`src/rtl/assert_macros.svh`:
```
// Assertion macros shared by the RTL.
`ifndef ASSERT_MACROS_SVH
`define ASSERT_MACROS_SVH
`ifndef SYNTHESIS
`define LOM_ASSERT(lbl, clk, rstn, prop) \
    lbl: assert property (@(posedge clk) disable iff (!(rstn)) prop) \
        else $error("assertion failed");
`define LOM_NEVER(lbl, clk, rstn, expr) \
    `LOM_ASSERT(lbl, clk, rstn, !(expr))
`else
`define LOM_ASSERT(lbl, clk, rstn, prop)
`define LOM_NEVER(lbl, clk, rstn, expr)
`endif
`endif

```
`src/rtl/lom_ram.sv`:
```
module lom_ram #(
    parameter int WIDTH = 8,
    parameter int DEPTH = 16
) (
    input  logic                     i_clk,
    input  logic                     i_we,
    input  logic [$clog2(DEPTH)-1:0] i_waddr,
    input  logic [WIDTH-1:0]         i_wdata,
    input  logic [$clog2(DEPTH)-1:0] i_raddr,
    output logic [WIDTH-1:0]         o_rdata
);
    logic [WIDTH-1:0] r_mem [DEPTH];

    always_ff @(posedge i_clk) begin
        if (i_we) begin
            r_mem[i_waddr] <= i_wdata;
        end
        o_rdata <= r_mem[i_raddr];
    end
endmodule

```
`config.mk`:
```
export PLATFORM = sky130hd
export DESIGN_NAME = lom_ram
export DESIGN_NICKNAME = d
export VERILOG_FILES = /design/src/rtl/assert_macros.svh /design/src/rtl/lom_ram.sv
export SDC_FILE = /design/constraint.sdc
export NUM_CORES = 1
export LEC_CHECK = 0
export ABC_AREA = 1
export BUFFER_PORTS_ARGS = -buffer_cell sky130_fd_sc_hd__clkbuf_2
export CELL_PAD_IN_SITES_DETAIL_PLACEMENT = 1
export CELL_PAD_IN_SITES_GLOBAL_PLACEMENT = 1
export CORE_MARGIN = 2
export CORE_UTILIZATION = 35
export CTS_BUF_LIST = sky130_fd_sc_hd__clkbuf_4 sky130_fd_sc_hd__clkbuf_8
export DETAILED_ROUTE_END_ITERATION = 8
export PLACE_DENSITY_LB_ADDON = 0.1
export SYNTH_ARGS = -nofsm -noshare
export SYNTH_HDL_FRONTEND = slang
export SYNTH_SLANG_ARGS = --single-unit
```
`constraint.sdc`:
```
create_clock -name i_clk -period 2 [get_ports i_clk]
set_input_delay 0.2 -clock i_clk [delete_from_list [all_inputs] [get_ports i_clk]]
set_output_delay 0.2 -clock i_clk [all_outputs]
set_load 0.1 [all_outputs]
```
# == Word-level counts from Yosys, hierarchy flattened ==
# Memories as Yosys holds them, arrays and structs flattened. A register that Yosys moved wholly into a read port is not among the register bits.
# Index checks and enable logic that the tools add are counted.
# classes
n_bitwise,0
div,0
multipliers,0
reduce_logical,0
order_cmp,0
eq_ne,0
muxes,2
add_sub_neg,0
shift,0
# ops
operator,n
1-bit two-way mux,2
# word_totals
reg_bits,0
romBits,0
mem_bits_rw,128
inputBits,18
wordCells,3
memories,1
latchBits,0
out_inout_bits,8
# memory_table
name,words,width,rd,rd_ports_with_merged_regs,write_ports,line,rtl
r_mem,16,8,1,1,1,lom_ram.sv:12,logic [WIDTH-1:0] r_mem [DEPTH];

# == Logic depth before layout (Yosys ltp) ==
# logic_depth
word_depth,2
ltp_mapped,8
mapped_depth_nobuf,7

# == Worst setup path before layout ==
# No wires, ideal clock.
# synth_path
path_kind,in2reg
start,input port i_waddr[2]
end,"memory r_mem[10][0], enable pin"
arrival_ps,781
required_time_ps,1630
path_stages,2
slack_ps,849
path_cell_list,nand3b_1 nor2_1
# synth_lines
element,line,rtl
"start, declared",lom_ram.sv:7,"input logic [$clog2(DEPTH)-1:0] i_waddr,"
"end, declared",lom_ram.sv:12,
# No word-level cell before the write port.

# == Worst setup path after layout ==
# layout_path
start,register o_rdata[3] (read register of r_mem)
end,output port o_rdata[3]
# layout_lines
element,line,rtl
"start, declared",lom_ram.sv:10,output logic [WIDTH-1:0] o_rdata
# No word-level cell between the ends.

==> flow_summary.ini <==
[outcome]
status = completed

[sta]
period_minus_slack_ns = 1.51
setup_viol = 0
setup_ws_ns = 0.489
hold_ws_ns = 0.170
fin_skew_ns = 0.00744
hold_violations = 0
post-route-period-util_pct = 75.6
maxSlewViolCount = 0
tightestPinTransition_ns = 0.730
max_freq_mhz = 662
max_slew_margin_pct = 51.2
tns_ns = 0
rsz0062_at_grt = no

[setup_path]
cp.arrival_ns = 1.31
crit_chain = clkbuf_2
crit_fanout = 1
path_class = flip-flop to output pin
cp_slowest_stage_delay_ns = 0.48
critPathCaptureType = output pin
critPathRequiredTime_ns = 1.80
cp_top_family = buffers and inverters
cp_slowest_cell = clkbuf_2
cp-start-kind = flip-flop
crit_buf_inv = 1

[finish]
instances_no_fill = 818
final_common_cell = nand2_1
syn2layout_area_growth_pct = 14.1
nNetsFinal = 607
final_cell_mix = 173 x nand2_1, 128 x edfxtp_1, 100 x inv_1, 97 x nand3_1, 25 x clkbuf_2
layout-drive-gt1-share_pct = 12.5
nFillCells = 1840
diodes = 0

[clock_network]
cts-htree-levels = 4
clock_latency_ns = 0.46
cts_setup_buffers = 0
clk_pin_slew_ns = 0.07
numCtsBuffers = 17
cts_tree = built
cts_hold_buf = 0
cts.sinks = 136
post_cts_resized = 0
cts_root_buf = clkbuf_8
clk_path_buf_depth = 2

[global_routing]
antenna_found_initial = 0
grt_max_degree = 65
grt_pass1_vias = 3995
grt_overflow = 0
grt_use_total_pct = 18.8
grt_pass1_wl_um = 23800

[route]
avgViaCountPerCell = 4.63
drt-wirelength-per-cell_um = 18.8
ant_nets = 0
vias = 3786
drc = 0
dr.pass1.iters = 4
routed_wl_um = 15400
drtIter0Drc = 331

[placed_design]
dp.cells = 786
dp_hpwl_um = 9360
preCtsSetupSlack_ns = 0.494
io_buffers = 25
place_congestion = 0.772

[die]
io_pins = 26
coreArea_um2 = 16000
die_h_um = 132
start_util_pct = 36.0
die_w_um = 132
dieArea_um2 = 17500
row_count = 46

[pwr]
p_leak_uw = 0.00282
power_density_nw_per_um2 = 942
ir_drop_mv = 0.547

[synthesis]
seq_area_frac_synth_pct = 69.4
syn_nets = 569
syn_inst = 551
netlist_area_um2 = 5770
ys.warnings.count = 0
synth-seq-cells = 136
synthDistinctLibCells = 12
syn_area_per_cell_um2 = 10.5

[run]
maxCapViolations = 0

[hold_path]
hold_class = primary input to flip-flop
kinds of logic after synthesis:
kind of cell / after synthesis / share of synthesized area, %
DFF: 136 / 69.4
buffers and inverters: 126 / 9.52
and+or+nand+nor: 289 / 21.0
power breakdown:
group / leakage (uW) / switching (uW) / internal [uW] / total (uW)
Sequential: 0.00122 / 19.2 / 3180 / 3200
Clock: 0.000203 / 1100 / 1350 / 2450
Combinational: 0.00140 / 425 / 116 / 540
final cells by class:
class | count | area [um^2] | area share (%)
clock buffers | 18 | 241 | 3.67
well taps | 216 | 270 | 4.11
multi-input cells | 289 | 1210 | 18.4
clock inverters | 14 | 181 | 2.76
repair buffers | 43 | 285 | 4.34
flip-flops and latches | 136 | 4000 | 60.9
inverters | 102 | 383 | 5.82
cells in the mapped netlist:
cell type / count / area share [%]
inv_2: 2 / 0.13
inv_1: 100 / 6.5
nand2_1: 173 / 11
buf_2: 13 / 1.1
nand3_1: 97 / 8.4
buf_1: 1 / 0.065
edfxtp_1: 128 / 67
buf_6: 6 / 1.2
dfxtp_1: 8 / 2.8
buf_4: 4 / 0.52
nor2_1: 17 / 1.1
nand3b_1: 2 / 0.26
per-stage QoR:
step / total power (uW) / cell area (um^2) / utilization, %
finish: 6200 / 6580 / 41.1
CTS: 6250 / 6580 / 41.1
floorplan: 3620 / 5770 / -
global route: 6400 / 6580 / 41.1
detailed placement: 3810 / 6160 / 38.5
global placement: 3810 / 6160 / 38.5
layer usage:
metal	wire length (um)	track usage, %	vias up
met3	530	3.88	18
met4	226	6.93	0
met2	7000	28.3	56
met1	7650	26.7	1868
li1	-	-	1844
met5	0	0	-
path summary, 6_finish.rpt:
kind / from / end / slack (ns) / depth (start not counted)
worst max register to register: r_mem[9][6] / o_rdata[6] / 0.90 / 6
worst min-delay path: i_raddr[3] / o_rdata[3] / 0.17 / 3
worst max-delay path: o_rdata[3] / o_rdata[3] / 0.49 / 1
worst min register to register: r_mem[14][4] / o_rdata[4] / 0.70 / 6
sequential cells by signal, summed over array words and instances, names as in the netlist:
register  flops
r_mem       128
o_rdata       8
worst register-to-register path: stages (launching register included):
cell      delay [ns]
edfxtp_1        0.37
inv_1           0.06
nand2_1         0.04
nand3_1         0.08
nand3_1         0.18
nand3_1         0.18
nand2_1         0.07
(Power assumes the default switching activity.)
