<file path="config.mk">
export PLATFORM = sky130hd
export DESIGN_NAME = lom_ctrl_flat
export DESIGN_NICKNAME = d
export VERILOG_FILES = /design/src/rtl/lom_pkg.sv /design/src/rtl/lom_if.sv /design/src/rtl/lom_ctrl.sv /design/src/flat_wrapper.sv
export VERILOG_INCLUDE_DIRS = /design/src /design/src/rtl
export SDC_FILE = /design/constraint.sdc
export NUM_CORES = 1
export LEC_CHECK = 0
export BUFFER_PORTS_ARGS = -buffer_cell sky130_fd_sc_hd__buf_2
export CORE_MARGIN = 5
export CORE_UTILIZATION = 60
export CTS_BUF_LIST = sky130_fd_sc_hd__clkbuf_4 sky130_fd_sc_hd__clkbuf_8 sky130_fd_sc_hd__clkbuf_16
export DETAILED_ROUTE_END_ITERATION = 12
export GPL_TIMING_DRIVEN = 0
export HOLD_SLACK_MARGIN = 0.12
export PLACE_DENSITY = 0.79
export RECOVER_POWER = 100
export REMOVE_ABC_BUFFERS = 1
export SETUP_SLACK_MARGIN = 0.05
export SYNTH_ARGS = -nofsm -noshare
export SYNTH_HDL_FRONTEND = slang
export SYNTH_SLANG_ARGS = --single-unit
</file>
<file path="constraint.sdc">
create_clock -name i_clk -period 10.6 [get_ports i_clk]
set_input_delay 1.06 -clock i_clk [delete_from_list [all_inputs] [get_ports i_clk]]
set_output_delay 1.06 -clock i_clk [all_outputs]
set_load 0.05 [all_outputs]
</file>
<file path="src/rtl/assert_macros.svh">
// Assertion macros shared by the RTL.
`ifndef ASSERT_MACROS_SVH
`define ASSERT_MACROS_SVH
`ifndef SYNTHESIS
`define LOM_ASSERT(lbl, clk, rstn, prop) \
    lbl: assert property (@(posedge clk) disable iff (!(rstn)) prop) \
        else $error("assertion failed");
`define LOM_NEVER(lbl, clk, rstn, expr) \
    `LOM_ASSERT(lbl, clk, rstn, !(expr))
`else
`define LOM_ASSERT(lbl, clk, rstn, prop)
`define LOM_NEVER(lbl, clk, rstn, expr)
`endif
`endif

</file>
<file path="src/rtl/lom_pkg.sv">
package lom_pkg;

    localparam int NUM_STOCKS   = 5;
    localparam int BOOK_ENTRIES = 64;
    localparam int NUM_BOOKS    = NUM_STOCKS * 2;
    localparam int TOTAL_SLOTS  = NUM_BOOKS * BOOK_ENTRIES;
    localparam int ADDR_W       = $clog2(TOTAL_SLOTS);
    localparam int SLOT_W       = $clog2(BOOK_ENTRIES);
    localparam int CNT_W        = SLOT_W + 1;
    localparam int BOOK_W       = $clog2(NUM_BOOKS);
    localparam int STK_W        = $clog2(NUM_STOCKS);

    localparam logic [2:0] MODE_BUY    = 3'd0;
    localparam logic [2:0] MODE_SELL   = 3'd1;
    localparam logic [2:0] MODE_CANCEL = 3'd2;
    localparam logic [2:0] MODE_QUERY  = 3'd3;
    localparam logic [2:0] MODE_CLEAR  = 3'd4;

    typedef struct packed {
        logic        valid;
        logic [19:0] order;
        logic [15:0] qty;
        logic [19:0] price;
        logic [31:0] stamp;
    } t_entry;

    localparam int ENTRY_W = $bits(t_entry);

    typedef struct packed {
        logic              we;
        logic [ADDR_W-1:0] waddr;
        t_entry            wdata;
        logic [ADDR_W-1:0] raddr;
    } t_ram_ctl;

    typedef struct packed {
        logic [15:0] remaining;
        logic [19:0] profit;
        logic        dropped;
    } t_rsp;

endpackage

</file>
<file path="src/rtl/lom_if.sv">
interface lom_req_if;
    logic        valid;
    logic        ready;
    logic [2:0]  mode;
    logic [19:0] order_id;
    logic [2:0]  stock_index;
    logic [15:0] quantity;
    logic [19:0] limit_price;

    modport source (output valid, mode, order_id, stock_index, quantity, limit_price,
                    input ready);
    modport sink (input valid, mode, order_id, stock_index, quantity, limit_price,
                  output ready);
endinterface

interface lom_rsp_if;
    logic        valid;
    logic        ready;
    logic [15:0] remaining;
    logic [19:0] profit;
    logic        dropped;

    modport source (output valid, remaining, profit, dropped, input ready);
    modport sink (input valid, remaining, profit, dropped, output ready);
endinterface

</file>
<file path="src/rtl/lom_ctrl.sv">
`include "assert_macros.svh"

module lom_ctrl (
    input  logic                        i_clk,
    input  logic                        i_rst_n,
    lom_req_if.sink                     i_req,
    lom_rsp_if.source                   o_rsp,
    output lom_pkg::t_ram_ctl           o_ram,
    input  logic [lom_pkg::ENTRY_W-1:0] i_rdata
);
    typedef enum logic [8:0] {
        S_CLEAR = 9'b000000001,
        S_IDLE  = 9'b000000010,
        S_MSCAN = 9'b000000100,
        S_TRADE = 9'b000001000,
        S_RSCAN = 9'b000010000,
        S_REST  = 9'b000100000,
        S_CSCAN = 9'b001000000,
        S_CDEL  = 9'b010000000,
        S_DONE  = 9'b100000000
    } t_state;

    t_state                         r_state;
    logic                           r_buy;
    logic [19:0]                    r_id;
    logic [2:0]                     r_sidx;
    logic [15:0]                    r_qty;
    logic [19:0]                    r_limit;
    logic [lom_pkg::BOOK_W-1:0]     r_book;
    logic [lom_pkg::CNT_W-1:0]      r_cnt;
    logic                           r_pend;
    logic [lom_pkg::ADDR_W-1:0]     r_paddr;
    logic                           r_have;
    lom_pkg::t_entry                r_best;
    logic [lom_pkg::ADDR_W-1:0]     r_best_addr;
    logic [31:0]                    r_arrival;
    logic                           r_traded [lom_pkg::NUM_STOCKS];
    logic [19:0]                    r_low    [lom_pkg::NUM_STOCKS];
    logic [19:0]                    r_rise   [lom_pkg::NUM_STOCKS];
    lom_pkg::t_rsp                  r_res;
    logic [lom_pkg::ADDR_W-1:0]     r_clr_cnt;
    logic                           r_clr_reply;
    logic                           r_out_valid;
    lom_pkg::t_rsp                  r_out;

    lom_pkg::t_entry                q;
    logic [lom_pkg::ADDR_W-1:0]     base;
    logic                           scanning;
    logic                           issue;
    logic                           scan_done;
    logic                           cand;
    logic                           better;
    logic                           take;
    logic                           stock_ok;
    logic [2:0]                     in_sidx;
    logic [lom_pkg::STK_W-1:0]      si;
    logic [19:0]                    new_low;
    logic [19:0]                    rise;
    logic [15:0]                    qty_left;
    logic                           full_fill;
    logic                           out_load;

    assign q         = lom_pkg::t_entry'(i_rdata);
    assign base      = lom_pkg::ADDR_W'(r_book * lom_pkg::BOOK_ENTRIES);
    assign scanning  = (r_state == S_MSCAN) || (r_state == S_RSCAN) || (r_state == S_CSCAN);
    assign issue     = scanning && (r_cnt < lom_pkg::CNT_W'(lom_pkg::BOOK_ENTRIES));
    assign scan_done = scanning && !r_pend
                       && (r_cnt == lom_pkg::CNT_W'(lom_pkg::BOOK_ENTRIES));
    assign stock_ok  = (i_req.stock_index >= 3'd1)
                       && (i_req.stock_index <= 3'(lom_pkg::NUM_STOCKS));
    assign in_sidx   = i_req.stock_index - 3'd1;
    assign si        = r_sidx[lom_pkg::STK_W-1:0];
    assign out_load  = (r_state == S_DONE) && (!r_out_valid || o_rsp.ready);

    always_comb begin
        cand   = 1'b0;
        better = 1'b0;
        case (r_state)
            S_MSCAN: begin
                cand   = q.valid && (r_buy ? (q.price <= r_limit) : (q.price >= r_limit));
                better = !r_have || (r_buy ? (q.price < r_best.price) : (q.price > r_best.price))
                         || ((q.price == r_best.price) && (q.stamp < r_best.stamp));
            end
            S_RSCAN: begin
                cand   = !q.valid;
                better = !r_have;
            end
            S_CSCAN: begin
                cand   = q.valid && (q.order == r_id);
                better = !r_have || (q.stamp < r_best.stamp);
            end
            default: begin
                cand   = 1'b0;
                better = 1'b0;
            end
        endcase
    end
    assign take = r_pend && cand && better;

    assign new_low   = (!r_traded[si] || (r_best.price < r_low[si])) ? r_best.price : r_low[si];
    assign rise      = r_best.price - new_low;
    assign full_fill = r_best.qty <= r_qty;
    assign qty_left  = full_fill ? (r_qty - r_best.qty) : 16'd0;

    always_comb begin
        o_ram.we    = 1'b0;
        o_ram.waddr = r_best_addr;
        o_ram.wdata = r_best;
        o_ram.raddr = base + lom_pkg::ADDR_W'(r_cnt[lom_pkg::SLOT_W-1:0]);
        case (r_state)
            S_CLEAR: begin
                o_ram.we    = 1'b1;
                o_ram.waddr = r_clr_cnt;
                o_ram.wdata = '0;
            end
            S_TRADE: begin
                o_ram.we = 1'b1;
                if (full_fill) begin
                    o_ram.wdata.valid = 1'b0;
                end else begin
                    o_ram.wdata.qty = r_best.qty - r_qty;
                end
            end
            S_REST: begin
                o_ram.we          = r_have;
                o_ram.wdata.valid = 1'b1;
                o_ram.wdata.order = r_id;
                o_ram.wdata.qty   = r_qty;
                o_ram.wdata.price = r_limit;
                o_ram.wdata.stamp = r_arrival;
            end
            S_CDEL: begin
                o_ram.we          = 1'b1;
                o_ram.wdata.valid = 1'b0;
            end
            default: begin
                o_ram.we = 1'b0;
            end
        endcase
    end

    assign i_req.ready     = (r_state == S_IDLE);
    assign o_rsp.valid     = r_out_valid;
    assign o_rsp.remaining = r_out.remaining;
    assign o_rsp.profit    = r_out.profit;
    assign o_rsp.dropped   = r_out.dropped;

    always_ff @(posedge i_clk) begin
        if (!i_rst_n) begin
            r_state     <= S_CLEAR;
            r_clr_cnt   <= '0;
            r_clr_reply <= 1'b0;
            r_out_valid <= 1'b0;
            r_pend      <= 1'b0;
            r_have      <= 1'b0;
            r_cnt       <= '0;
            r_book      <= '0;
            r_arrival   <= '0;
            for (int k = 0; k < lom_pkg::NUM_STOCKS; k++) begin
                r_traded[k] <= 1'b0;
                r_low[k]    <= '0;
                r_rise[k]   <= '0;
            end
        end else begin
            if (out_load) begin
                r_out_valid <= 1'b1;
            end else if (o_rsp.ready) begin
                r_out_valid <= 1'b0;
            end
            r_pend  <= issue;
            r_paddr <= o_ram.raddr;
            if (issue) begin
                r_cnt <= r_cnt + 1'b1;
            end
            if (take) begin
                r_have      <= 1'b1;
                r_best      <= q;
                r_best_addr <= r_paddr;
            end
            case (r_state)
                S_CLEAR: begin
                    if (r_clr_cnt == lom_pkg::ADDR_W'(lom_pkg::TOTAL_SLOTS - 1)) begin
                        r_clr_cnt <= '0;
                        r_state   <= r_clr_reply ? S_DONE : S_IDLE;
                    end else begin
                        r_clr_cnt <= r_clr_cnt + 1'b1;
                    end
                end
                S_IDLE: begin
                    if (i_req.valid) begin
                        r_buy   <= (i_req.mode == lom_pkg::MODE_BUY);
                        r_id    <= i_req.order_id;
                        r_sidx  <= in_sidx;
                        r_qty   <= i_req.quantity;
                        r_limit <= i_req.limit_price;
                        r_cnt   <= '0;
                        r_have  <= 1'b0;
                        case (i_req.mode)
                            lom_pkg::MODE_BUY, lom_pkg::MODE_SELL: begin
                                if (!stock_ok) begin
                                    r_res   <= '{remaining: i_req.quantity, profit: 20'd0,
                                                 dropped: 1'b1};
                                    r_state <= S_DONE;
                                end else if (i_req.quantity != 16'd0) begin
                                    r_res   <= '0;
                                    r_book  <= lom_pkg::BOOK_W'({in_sidx, 1'b0})
                                               + lom_pkg::BOOK_W'(i_req.mode
                                                                  == lom_pkg::MODE_BUY);
                                    r_state <= S_MSCAN;
                                end else begin
                                    r_res   <= '0;
                                    r_state <= S_DONE;
                                end
                            end
                            lom_pkg::MODE_CANCEL: begin
                                r_res   <= '0;
                                r_book  <= '0;
                                r_state <= S_CSCAN;
                            end
                            lom_pkg::MODE_QUERY: begin
                                r_res   <= '{remaining: 16'd0,
                                             profit: stock_ok
                                                     ? r_rise[in_sidx[lom_pkg::STK_W-1:0]]
                                                     : 20'd0,
                                             dropped: 1'b0};
                                r_state <= S_DONE;
                            end
                            lom_pkg::MODE_CLEAR: begin
                                r_res       <= '0;
                                r_arrival   <= '0;
                                for (int k = 0; k < lom_pkg::NUM_STOCKS; k++) begin
                                    r_traded[k] <= 1'b0;
                                    r_low[k]    <= '0;
                                    r_rise[k]   <= '0;
                                end
                                r_clr_cnt   <= '0;
                                r_clr_reply <= 1'b1;
                                r_state     <= S_CLEAR;
                            end
                            default: begin
                                r_res   <= '0;
                                r_state <= S_DONE;
                            end
                        endcase
                    end
                end
                S_MSCAN: begin
                    if (scan_done) begin
                        if (r_have) begin
                            r_state <= S_TRADE;
                        end else begin
                            r_res.remaining <= r_qty;
                            r_book          <= r_book ^ lom_pkg::BOOK_W'(1);
                            r_cnt           <= '0;
                            r_state         <= S_RSCAN;
                        end
                    end
                end
                S_TRADE: begin
                    r_traded[si] <= 1'b1;
                    r_low[si]    <= new_low;
                    if (rise > r_rise[si]) begin
                        r_rise[si] <= rise;
                    end
                    r_qty  <= qty_left;
                    r_have <= 1'b0;
                    r_cnt  <= '0;
                    if (qty_left == 16'd0) begin
                        r_state <= S_DONE;
                    end else begin
                        r_state <= S_MSCAN;
                    end
                end
                S_RSCAN: begin
                    if (scan_done) begin
                        r_state <= S_REST;
                    end
                end
                S_REST: begin
                    if (r_have) begin
                        r_arrival <= r_arrival + 32'd1;
                    end else begin
                        r_res.dropped <= 1'b1;
                    end
                    r_state <= S_DONE;
                end
                S_CSCAN: begin
                    if (scan_done) begin
                        if (r_have) begin
                            r_state <= S_CDEL;
                        end else if (r_book == lom_pkg::BOOK_W'(lom_pkg::NUM_BOOKS - 1)) begin
                            r_state <= S_DONE;
                        end else begin
                            r_book <= r_book + 1'b1;
                            r_cnt  <= '0;
                        end
                    end
                end
                S_CDEL: begin
                    r_state <= S_DONE;
                end
                S_DONE: begin
                    if (out_load) begin
                        r_out       <= r_res;
                        r_clr_reply <= 1'b0;
                        r_state     <= S_IDLE;
                    end
                end
                default: begin
                    r_state <= S_IDLE;
                end
            endcase
        end
    end

    `LOM_ASSERT(a_scan_qty, i_clk, i_rst_n, (r_state == S_MSCAN) |-> (r_qty != 16'd0))
    `LOM_ASSERT(a_trade_shrinks, i_clk, i_rst_n, (r_state == S_TRADE) |=> (r_qty < $past(r_qty)))
    `LOM_NEVER(a_book_range, i_clk, i_rst_n, r_book > lom_pkg::BOOK_W'(lom_pkg::NUM_BOOKS - 1))
endmodule

</file>
<file path="src/flat_wrapper.sv">
// flat-port wrapper written by rule: the top's interface ports become plain ports
module lom_ctrl_flat 
  (i_clk, i_rst_n, o_ram, i_rdata, i_req_valid, i_req_mode, i_req_order_id, i_req_stock_index, i_req_quantity, i_req_limit_price, i_req_ready, o_rsp_valid, o_rsp_remaining, o_rsp_profit, o_rsp_dropped, o_rsp_ready);
  lom_req_if i_req_i ();
  lom_rsp_if o_rsp_i ();
  input  logic i_clk;
  input  logic i_rst_n;
  output lom_pkg::t_ram_ctl o_ram;
  input  logic [lom_pkg::ENTRY_W-1:0] i_rdata;
  input wire logic [$bits(i_req_i.valid)-1:0] i_req_valid;
  input wire logic [$bits(i_req_i.mode)-1:0] i_req_mode;
  input wire logic [$bits(i_req_i.order_id)-1:0] i_req_order_id;
  input wire logic [$bits(i_req_i.stock_index)-1:0] i_req_stock_index;
  input wire logic [$bits(i_req_i.quantity)-1:0] i_req_quantity;
  input wire logic [$bits(i_req_i.limit_price)-1:0] i_req_limit_price;
  output wire logic [$bits(i_req_i.ready)-1:0] i_req_ready;
  output wire logic [$bits(o_rsp_i.valid)-1:0] o_rsp_valid;
  output wire logic [$bits(o_rsp_i.remaining)-1:0] o_rsp_remaining;
  output wire logic [$bits(o_rsp_i.profit)-1:0] o_rsp_profit;
  output wire logic [$bits(o_rsp_i.dropped)-1:0] o_rsp_dropped;
  input wire logic [$bits(o_rsp_i.ready)-1:0] o_rsp_ready;
  assign i_req_i.valid = i_req_valid;
  assign i_req_i.mode = i_req_mode;
  assign i_req_i.order_id = i_req_order_id;
  assign i_req_i.stock_index = i_req_stock_index;
  assign i_req_i.quantity = i_req_quantity;
  assign i_req_i.limit_price = i_req_limit_price;
  assign i_req_ready = i_req_i.ready;
  assign o_rsp_valid = o_rsp_i.valid;
  assign o_rsp_remaining = o_rsp_i.remaining;
  assign o_rsp_profit = o_rsp_i.profit;
  assign o_rsp_dropped = o_rsp_i.dropped;
  assign o_rsp_i.ready = o_rsp_ready;
  lom_ctrl u_core (.i_clk(i_clk), .i_rst_n(i_rst_n), .i_req(i_req_i), .o_rsp(o_rsp_i), .o_ram(o_ram), .i_rdata(i_rdata));
endmodule
</file>
# Yosys cells after proc, flatten, opt, wreduce, memory -nomap -nowiden
# Memory sizes are Yosys's and may differ from the RTL's. A register that Yosys moved wholly into a read port is not among the register bits.
# Cells that the tools add are included.
# word_totals
elab_cells	270
ram_bits	205
mem_count	3
output_inout_bits	149
ff_bits	309
# op_classes
bitwise_logic	17
order_cmp	11
add_sub_neg	10
eq_ne	34
muxes	115
reduce_logical	52
# memory_table
memory	depth	width	rd	rd_clocked_by_memory_dff	wr	line	source
u_core.r_low	5	20	1	1	5	lom_ctrl.sv:38	logic [19:0] r_low [lom_pkg::NUM_STOCKS];
u_core.r_rise	5	20	2	1	5	lom_ctrl.sv:39	logic [19:0] r_rise [lom_pkg::NUM_STOCKS];
u_core.r_traded	5	1	1	1	5	lom_ctrl.sv:37	logic r_traded [lom_pkg::NUM_STOCKS];
# op_table
op	count
2-to-1 mux 20 bit	14
2-to-1 mux 9 bit	12
one-hot mux 52 bit (2 select lines)	1
2-to-1 mux 32 bit	3
2-to-1 mux 16 bit	5
2-to-1 mux 37 bit	2
one-hot mux 37 bit (2 select lines)	1
one-hot mux 9 bit (8 select lines)	1
one-hot mux 16 bit (2 select lines)	2
one-hot mux 32 bit (2 select lines)	1
2-to-1 mux 7 bit	7
one-hot mux 16 bit (3 select lines)	1
equality test 20 bit	2
greater-than comparator 20 bit	2
less-than comparator 20 bit	2
2-to-1 mux 10 bit	4
one-hot mux 20 bit (2 select lines)	1
OR reduction 20 bit	2
2-to-1 mux 1 bit	34
adder 32 x 1 -> 32 bit, second input constant	1
less-than comparator 32 bit	1
subtractor 16 bit	2
2-to-1 mux 4 bit	7
one-hot mux 7 bit (4 select lines)	1
other kinds (60)	130

# Longest topological paths before layout
# Gate-level depths: netlist of run 1.
# depth
depth_word	11
depth_mapped	40
ltp_nobuf	34

# Worst setup path before layout of run 1
# OpenSTA, ideal clock, no wires.
# synth_timing
path_kind	register to register
from	reg (tool-made name)
to	mem u_core.r_rise[5][0] (enable)
n_path_buf	5
slack_ns	0.940
arrival_ns	9.234
path_stages_with_launch	38
setup_time_ns	0.427
path_cell_list	dfxtp_1 -> buf_6 -> buf_2 -> buf_1 -> mux4_2 -> mux2i_1 -> ha_1 -> a211oi_1 -> o21ai_0 -> o221ai_1 -> a41o_1 -> buf_4 -> clkbuf_1 -> nor2_1 -> a21oi_1 -> inv_1 -> ha_1 -> inv_1 -> [... 2 more ...] -> a21oi_1 -> a21oi_1 -> nand3_2 -> o21a_2 -> o211a_1 -> a311oi_2 -> inv_1 -> ha_1 -> nand4_1 -> nor2_1 -> nand2_1 -> or3_1 -> o211ai_1 -> nor2_1 -> o21ai_0 -> o211a_1 -> nand3_1 -> nor3b_1
# synth_lines
item	line
to (decl)	lom_ctrl.sv:39

==> impl_results.md, run 1 <==
- Synth top area share: between 50% and 60%
- Worst path depth: 33
- Post-synthesis adder-cell area fraction: 6.42%
- Clock Sinks: 640
- Detail Placement HPWL: 64,100 um
- Hold Path End: u_core.o_rsp.remaining[2]$_DFFE_PP_
- Hold Path Origin: u_core.r_res[23]$_DFFE_PP_
- Synthesized cell area: 33,100 um2
- Post-synth top area cell: edfxtp_1
- H-tree depth: 3
- Setup violations, final: 0
- Most frequent cells after synthesis: edfxtp_1 (563), nor2_1 (315), nand2_1 (284)
- Grt ovf: 0
- Ys async rst share: 0%
- Setup TNS: 0 ns
- Failing checks: max-capacitance violations, max-slew violations
- CP required: 10.85 ns
- Status: finished with violations
- Routability cong.: 0.913
- Routed WL: 96,000 um
- Cts hold-fix bufs: 0
- Total CTS buffers: 70
- Critical Path Start Type: flip-flop
- Layout Nets: 3,366
- Leakage: 14.4 nW
- Core Footprint: 54,900 um2
- Synth Area in Compound Gates: 8.74%
- Final Hold Fails: 0
- Clock transition at path regs: 0.06 ns
- Reg-to-reg slack, setup: 0.39 ns
- DRT Pass-1 Iters: 6
- WHS Path Cells: 0
- Largest vdd supply drop: ~0.15 mV
- DR iter-0 viols: 3,171
- Critical Path AT: 10.46 ns
- Main combinational cell family by area after synthesis: simple AND/OR/NAND/NOR gates
- Buffers and inverters on the worst path: 4
- Sequential share of the synthesized area: 55.7%
- EDFF count, synth: between 500 and 600
- Post-Synth XOR/XNOR Area: 2.58%
- Critical path's top delay family: compound AO/OA/AOI/OAI gates
- Critical R2R Capture: u_core.r_rise[3][14]$_SDFFCE_PN0P_
- Synth Area in Simple Gates: 12.9%
- Synth Warn #: 0
- Cells after Synth: 2,758
- Hold WC Path Type: reg -> reg
- Type of the worst setup path: reg -> reg
- Initial Util: 60.3%
- I/O Pins: 304
- Power per Cell Area: 177 nW/um2
- Fin crit share: 96.3%
- Rows: 86
- Worst Skew: 0.0265 ns
- Layout cells sized above 1: around an eighth
- Crit path time final: between 10 and 15 ns
- Final WS setup: between 0.3 and 0.4 ns
- ANT nets after route: 0
- Cell Area, Placed: 35,600 um2
- Slew Limit Headroom: -157%
- Slew Limit Fails: between 300 and 400
- Via density: ~6.6
- Synthesized area per cell: 12.0 um2
- Worst setup EP type: flip-flop
- Mean routed wirelength per cell: 25.2 um
- Clock Latency Late Sink: 0.61 ns
- Via count: 25,000
- Max-cap violations: 14
- Critical-path maximum fanout: around 50
- FILL cells: 3,882
- Final Cell Area: between 30,000 and 40,000 um2
- Port Buffers: a little over 300
- PnR Total Power: 6.67 mW
- Flops & latches, synth: 640
- GRT Overall Usage: 30.8%
- Synth cell types: 93
- Initial antenna violation count: 7
- Multiplexer area fraction after synthesis: approximately a tenth
- CTS tree: done
- Die area: 60,000 um2
- Die H: ~240 um
- CP max-delay cell: dfxtp_4
- Root buffer cell: clkbuf_16
- RSZ-0062 raised after global routing: no
- Multi-input gate area: 13,500 um2
- Peak Freq: 97.9 MHz
- Reg2Reg Depth: 33
- First-pass GRT wire length: 143,000 um
- Sequential standard cell area: 18,500 um2
- Post-route DRC: 0
- Dpl ws: -1.32 ns
- Main synth FF type: edfxtp_1
- Top post-synthesis cells by area: edfxtp_1 (51%), mux4_2 (8.3%), ha_1 (6.2%)
- Synth-to-layout area growth: 13.6%
- Core Util, Final: 68.5%
- Max incr delay on CP: 0.75 ns
- Largest net degree at the start of global routing: 67
- Most common cell in the netlist: edfxtp_1
- Vias in the first global route: 24,500
- Worst slew pin tran: 3.85 ns
- Die W: 245 um
- Clock Tree Buf Depth: 3
## flip-flops by register name, indices dropped and copies added, names as in the netlist, 7 cells and up, named ones only
register / count
u_core.r_best: 89
u_core.r_limit: 20
u_core.r_low: 160
u_core.r_res: 37
u_core.r_qty: 16
u_core.r_best_addr: 10
u_core.r_paddr: 10
u_core.r_state: 9
u_core.r_arrival: 32
u_core.r_traded: 8
u_core.r_rise: 160
u_core.o_rsp.profit: 20
u_core.r_id: 20
u_core.o_rsp.remaining: 16
u_core.r_cnt: 7
u_core.r_clr_cnt: 10
## logic make-up (layout without fill, tap and decap cells)
logic type,Yosys count,count (layout)
DFF,640,640
AOI/OAI and AO/OA,444,445
muxes,172,172
xor gates and xnor gates,95,95
and+or+nand+nor,930,935
other,0,8
buffers and inverters,309,645
adders and majority gates,168,168
## power by group
group | internal (mW) | leakage [nW] | switching, mW
Sequential | 2.78 | 5.98 | 0.0435
Combinational | 0.317 | 7.26 | 0.959
Clock | 1.54 | 1.20 | 1.03
## metrics by stage
stage / hold WS [ns] / std cells
floorplan: 0.400 / 2620
detailed placement: 0.405 / 3660
global route: 0.426 / 3805
global placement: 0.401 / 3627
CTS: 0.417 / 3800
finish: 0.418 / 3812
## final cells by class
cell class	count	area share [%]
multi-input combinational	1815	35.9
antenna	8	0.0532
tap	704	2.34
sequential	640	49.1
clock buffer	90	5.34
inverter	171	1.71
timing repair buffer	345	4.41
clock inverter	39	1.13
## layer usage
| metal | part of all wire [%] | up-vias | GRT usage, % |
|---|---|---|---|
| met1 | 37 | 12300 | 40.0 |
| li1 | - | 10800 | - |
| met3 | 11 | 274 | 7.61 |
| met2 | 48 | 1613 | 50.8 |
| met5 | 0.048 | - | 0 |
| met4 | 3.7 | 6 | 11.5 |
## placed cells by master (no fill, tap or decap), types with 11 or more instances in the layout
cell type	n
nor2b_1	24
and3_1	22
nor4_1	19
xor2_1	44
clkbuf_4	12
xnor2_1	49
ha_1	165
a21oi_1	123
a21o_1	60
clkbuf_1	238
nand2b_1	20
edfxtp_1	563
nand3_1	76
inv_1	169
or3_1	22
o21ai_0	110
nor3b_1	11
mux4_2	122
buf_2	83
nor3_1	38
nand4_1	44
clkbuf_16	75
o31ai_1	47
clkinv_2	13
mux2i_1	44
dfxtp_1	74
nor2_1	315
nand2_1	281
## worst max path at each step
stage                          from                                  to  slack, ns
after floorplan           flip-flop       u_core.r_rise[5][0]$_DFFE_PP_      -1.41
after global placement    flip-flop      u_core.r_rise[5][14]$_DFFE_PP_      -6.09
after detailed placement  flip-flop  u_core.r_rise[4][14]$_SDFFCE_PN0P_      -1.32
after CTS                 flip-flop  u_core.r_rise[0][17]$_SDFFCE_PN0P_       0.06
after global routing      flip-flop       u_core.r_rise[5][1]$_DFFE_PP_       0.06
final                     flip-flop  u_core.r_rise[3][14]$_SDFFCE_PN0P_       0.39
## repair_timing
item                                   4_1_cts  5_1_grt
pin swaps                                    3        1
gates cloned                                 4        2
setup endpoints to repair                  190      251
resized for setup                           17        6
setup buffers                                7        2
endpoints found under the hold margin        0        0
(Power assumes the default switching activity.)
==> run 2: changes to the inputs <==
BUFFER_PORTS_ARGS = not set   (was -buffer_cell sky130_fd_sc_hd__buf_2)
DONT_BUFFER_PORTS = 1   (was not set)
PLACE_DENSITY = 0.75   (was 0.79)
==> impl_results.md, run 2 (synthesized netlist as in run 1, its figures left out) <==
- Final Hold Fails: 0 (unchanged)
- Via count: 23,100 (-7.5%)
- Worst Skew: 0.0273 ns (+0.000757 ns)
- DRT Pass-1 Iters: 5 (-1)
- Placed cells: 3,355 (-8.3%)
- Largest vdd supply drop: 0.118 mV (-22%)
- Worst setup EP type: flip-flop
- Die area: 60,000 um2 (unchanged)
- Type of the worst setup path: reg -> reg
- Clock power share: 38.2% (-0.3 points)
- Initial Util: 60.3% (unchanged)
- Total CTS buffers: 69 (-1.4%)
- CTS tree: done
- Hold WC Path Type: reg -> reg
- Crit path time final: 10.04 ns (-0.167 ns)
- Final Non-Filler Cells: 3,500 (-8.2%)
- DR iter-0 viols: 2,441 (-23%)
- Top Registers: u_core.r_low: 160 flops, u_core.r_rise: 160 flops, u_core.r_best: 89 flops
- Largest net degree at the start of global routing: 67 (unchanged)
- Grt ovf: 0 (unchanged)
- Worst path depth: 33 (unchanged)
- Fin crit share: 94.7% (-1.6 points)
- Layout Nets: 3,062 (-9.0%)
- Switch Pwr: 1.94 mW (-4.6%)
- Peak Freq: 99.6 MHz (+1.7%)
- Synth-to-layout area growth: 9.60%
- CP required: 10.85 ns (about the same)
- Post-route DRC: 0 (unchanged)
- Initial antenna violation count: 4 (-3)
- GRT Overall Usage: 29.9% (-0.88 points)
- I/O Pins: 304 (unchanged)
- CP max-delay cell: dfxtp_4
- Root buffer cell: clkbuf_16
- Via density: 6.61 (+0.72%)
- Logic pwr share: 17.6% (-1.5 points)
- Die W: 245 um (unchanged)
- Final Cell Area: 36,300 um2 (-3.5%)
- Reg2Reg Depth: 33 (unchanged)
- Critical Path AT: 10.29 ns (-0.17 ns)
- Vias in the first global route: 22,700 (-7.5%)
- Rows: 86 (unchanged)
- Max-cap violations: 64 (+50)
- Critical-path maximum fanout: 38 (-22%)
- Status: finished with violations
- Dpl ws: -1.61 ns (-0.289 ns)
- H-tree depth: 3 (unchanged)
- Core Footprint: 54,900 um2 (unchanged)
- Cell Area, Placed: 34,200 um2 (-3.9%)
- Setup TNS: 0 ns (unchanged)
- Critical Path Start Type: flip-flop
- Most frequent cells in the layout: edfxtp_1 (563), nor2_1 (316), nand2_1 (281), inv_1 (169), ha_1 (165)
- Die H: 245 um (unchanged)
- Slew Limit Fails: 408 (+10%)
- Critical path's top delay family: compound AO/OA/AOI/OAI gates
- Layout cells sized above 1: 11.2% (-1.7 points)
- WHS Path Cells: 0 (unchanged)
- Switching portion of total power: 30.2% (-0.25 points)
- Sequential power share: 44.1% (+1.7 points)
- Port Buffers: 0 (-100%)
- Max incr delay on CP: 0.55 ns (-0.20 ns)
- Routed WL: 92,500 um (-3.7%)
- Setup violations, final: 0 (unchanged)
- Routability cong.: 0.928 (+1.7%)
- Final WS setup: 0.557 ns (+0.167 ns)
- Mean routed wirelength per cell: 26.4 um (+4.9%)
- Leakage: 13.8 nW (-4.4%)
- Buffers and inverters on the worst path: 4 (unchanged)
- First-pass GRT wire length: 138,000 um (-3.7%)
- Min Hold Slack: 0.414 ns (-0.00387 ns)
- Slew Limit Headroom: -103% (+54 points)
- Clock transition at path regs: 0.06 ns (about the same)
- Clock Tree Buf Depth: 3 (unchanged)
- Clock Latency Late Sink: 0.62 ns (about the same)
- ANT nets after route: 0 (unchanged)
- Clock Sinks: 640 (unchanged)
- Worst slew pin tran: 3.05 ns (-0.803 ns)
- Cell Int Power: 4.48 mW (-3.5%)
- Failing checks: max-capacitance violations, max-slew violations
- Commonest non-fill, non-tap cell in the layout: edfxtp_1
- Detail Placement HPWL: 61,900 um (-3.3%)
- RSZ-0062 raised after global routing: no
- Power per Cell Area: 177 nW/um2 (-0.31%)
## run 2: changes by cell type in the layout (fill, tap and decap cells not counted), moves of 3 or more
cell,previous run,this run
diode_2,8,4
clkbuf_16,75,71
o31ai_1,47,42
clkinv_1,9,13
clkinv_2,13,10
clkinvlp_4,5,2
o31ai_2,0,5
clkbuf_1,238,16
buf_2,83,0
## run 2: routing by layer
| layer | GRT usage, % | up-vias | share of wire, % |
|---|---|---|---|
| li1 | - | 10200 | - |
| met1 | 40.5 | 11400 | 38 |
| met2 | 48.8 | 1336 | 48 |
| met3 | 5.90 | 217 | 10 |
| met4 | 11.1 | 2 | 3.6 |
| met5 | 0 | - | 0.0043 |
## run 2: path summary, 6_finish.rpt
path                         startpoint                                   to  slack (ns)
min          u_core.r_res[23]$_DFFE_PP_  u_core.o_rsp.remaining[2]$_DFFE_PP_        0.41
max                           flip-flop   u_core.r_rise[3][14]$_SDFFCE_PN0P_        0.56
min reg2reg  u_core.r_res[23]$_DFFE_PP_  u_core.o_rsp.remaining[2]$_DFFE_PP_        0.41
max reg2reg                   flip-flop   u_core.r_rise[3][14]$_SDFFCE_PN0P_        0.56
## run 2: worst reg2reg max path, delay by kind of cell (launching register included)
kind / cells / cell delay, ns
compound gates: 11 / 3.18
simple gates: 12 / 3.16
mux: 2 / 0.91
buf+inv: 4 / 0.78
fa+ha+maj: 4 / 1.08
flops: 1 / 0.55
## run 2: stage by stage
| stage | power, mW | util (%) |
|---|---|---|
| 2_1_floorplan | 3.76 | - |
| 3_3_place_gp | 3.98 | 60.9 |
| 3_5_place_dp | 4.05 | 62.3 |
| 4_1_cts | 6.48 | 66.8 |
| 5_1_grt | 6.61 | 66.1 |
| 6_report | 6.42 | 66.1 |
## run 2: cell type report
| class | instances | area (um2) |
|---|---|---|
| clock inverters | 38 | 394 |
| inverters | 171 | 643 |
| multi-input cells | 1815 | 13500 |
| diodes | 4 | 10.0 |
| repair buffers | 42 | 453 |
| clock buffers | 86 | 1900 |
| fillers | 3948 | 18600 |
| flip-flops and latches | 640 | 18500 |
| well taps | 704 | 881 |
## run 2: power groups by stage
stage / Clock, mW / Sequential [mW] / Combinational [mW]
finish: 2.45 / 2.83 / 1.13
global route: 2.58 / 2.84 / 1.19
CTS: 2.47 / 2.83 / 1.17
detailed placement: 0 / 2.89 / 1.16
global placement: 0 / 2.90 / 1.08
floorplan: 0 / 2.88 / 0.881
## run 2: what timing repair did
item                                    CTS  global route
endpoints found under the setup margin  254           241
endpoints found under the hold margin     0             0
pin swaps                                 2             1
hold buffers                              0             0
gates cloned                              4             2
gates resized for setup                  15             6
buffers inserted                          7             4
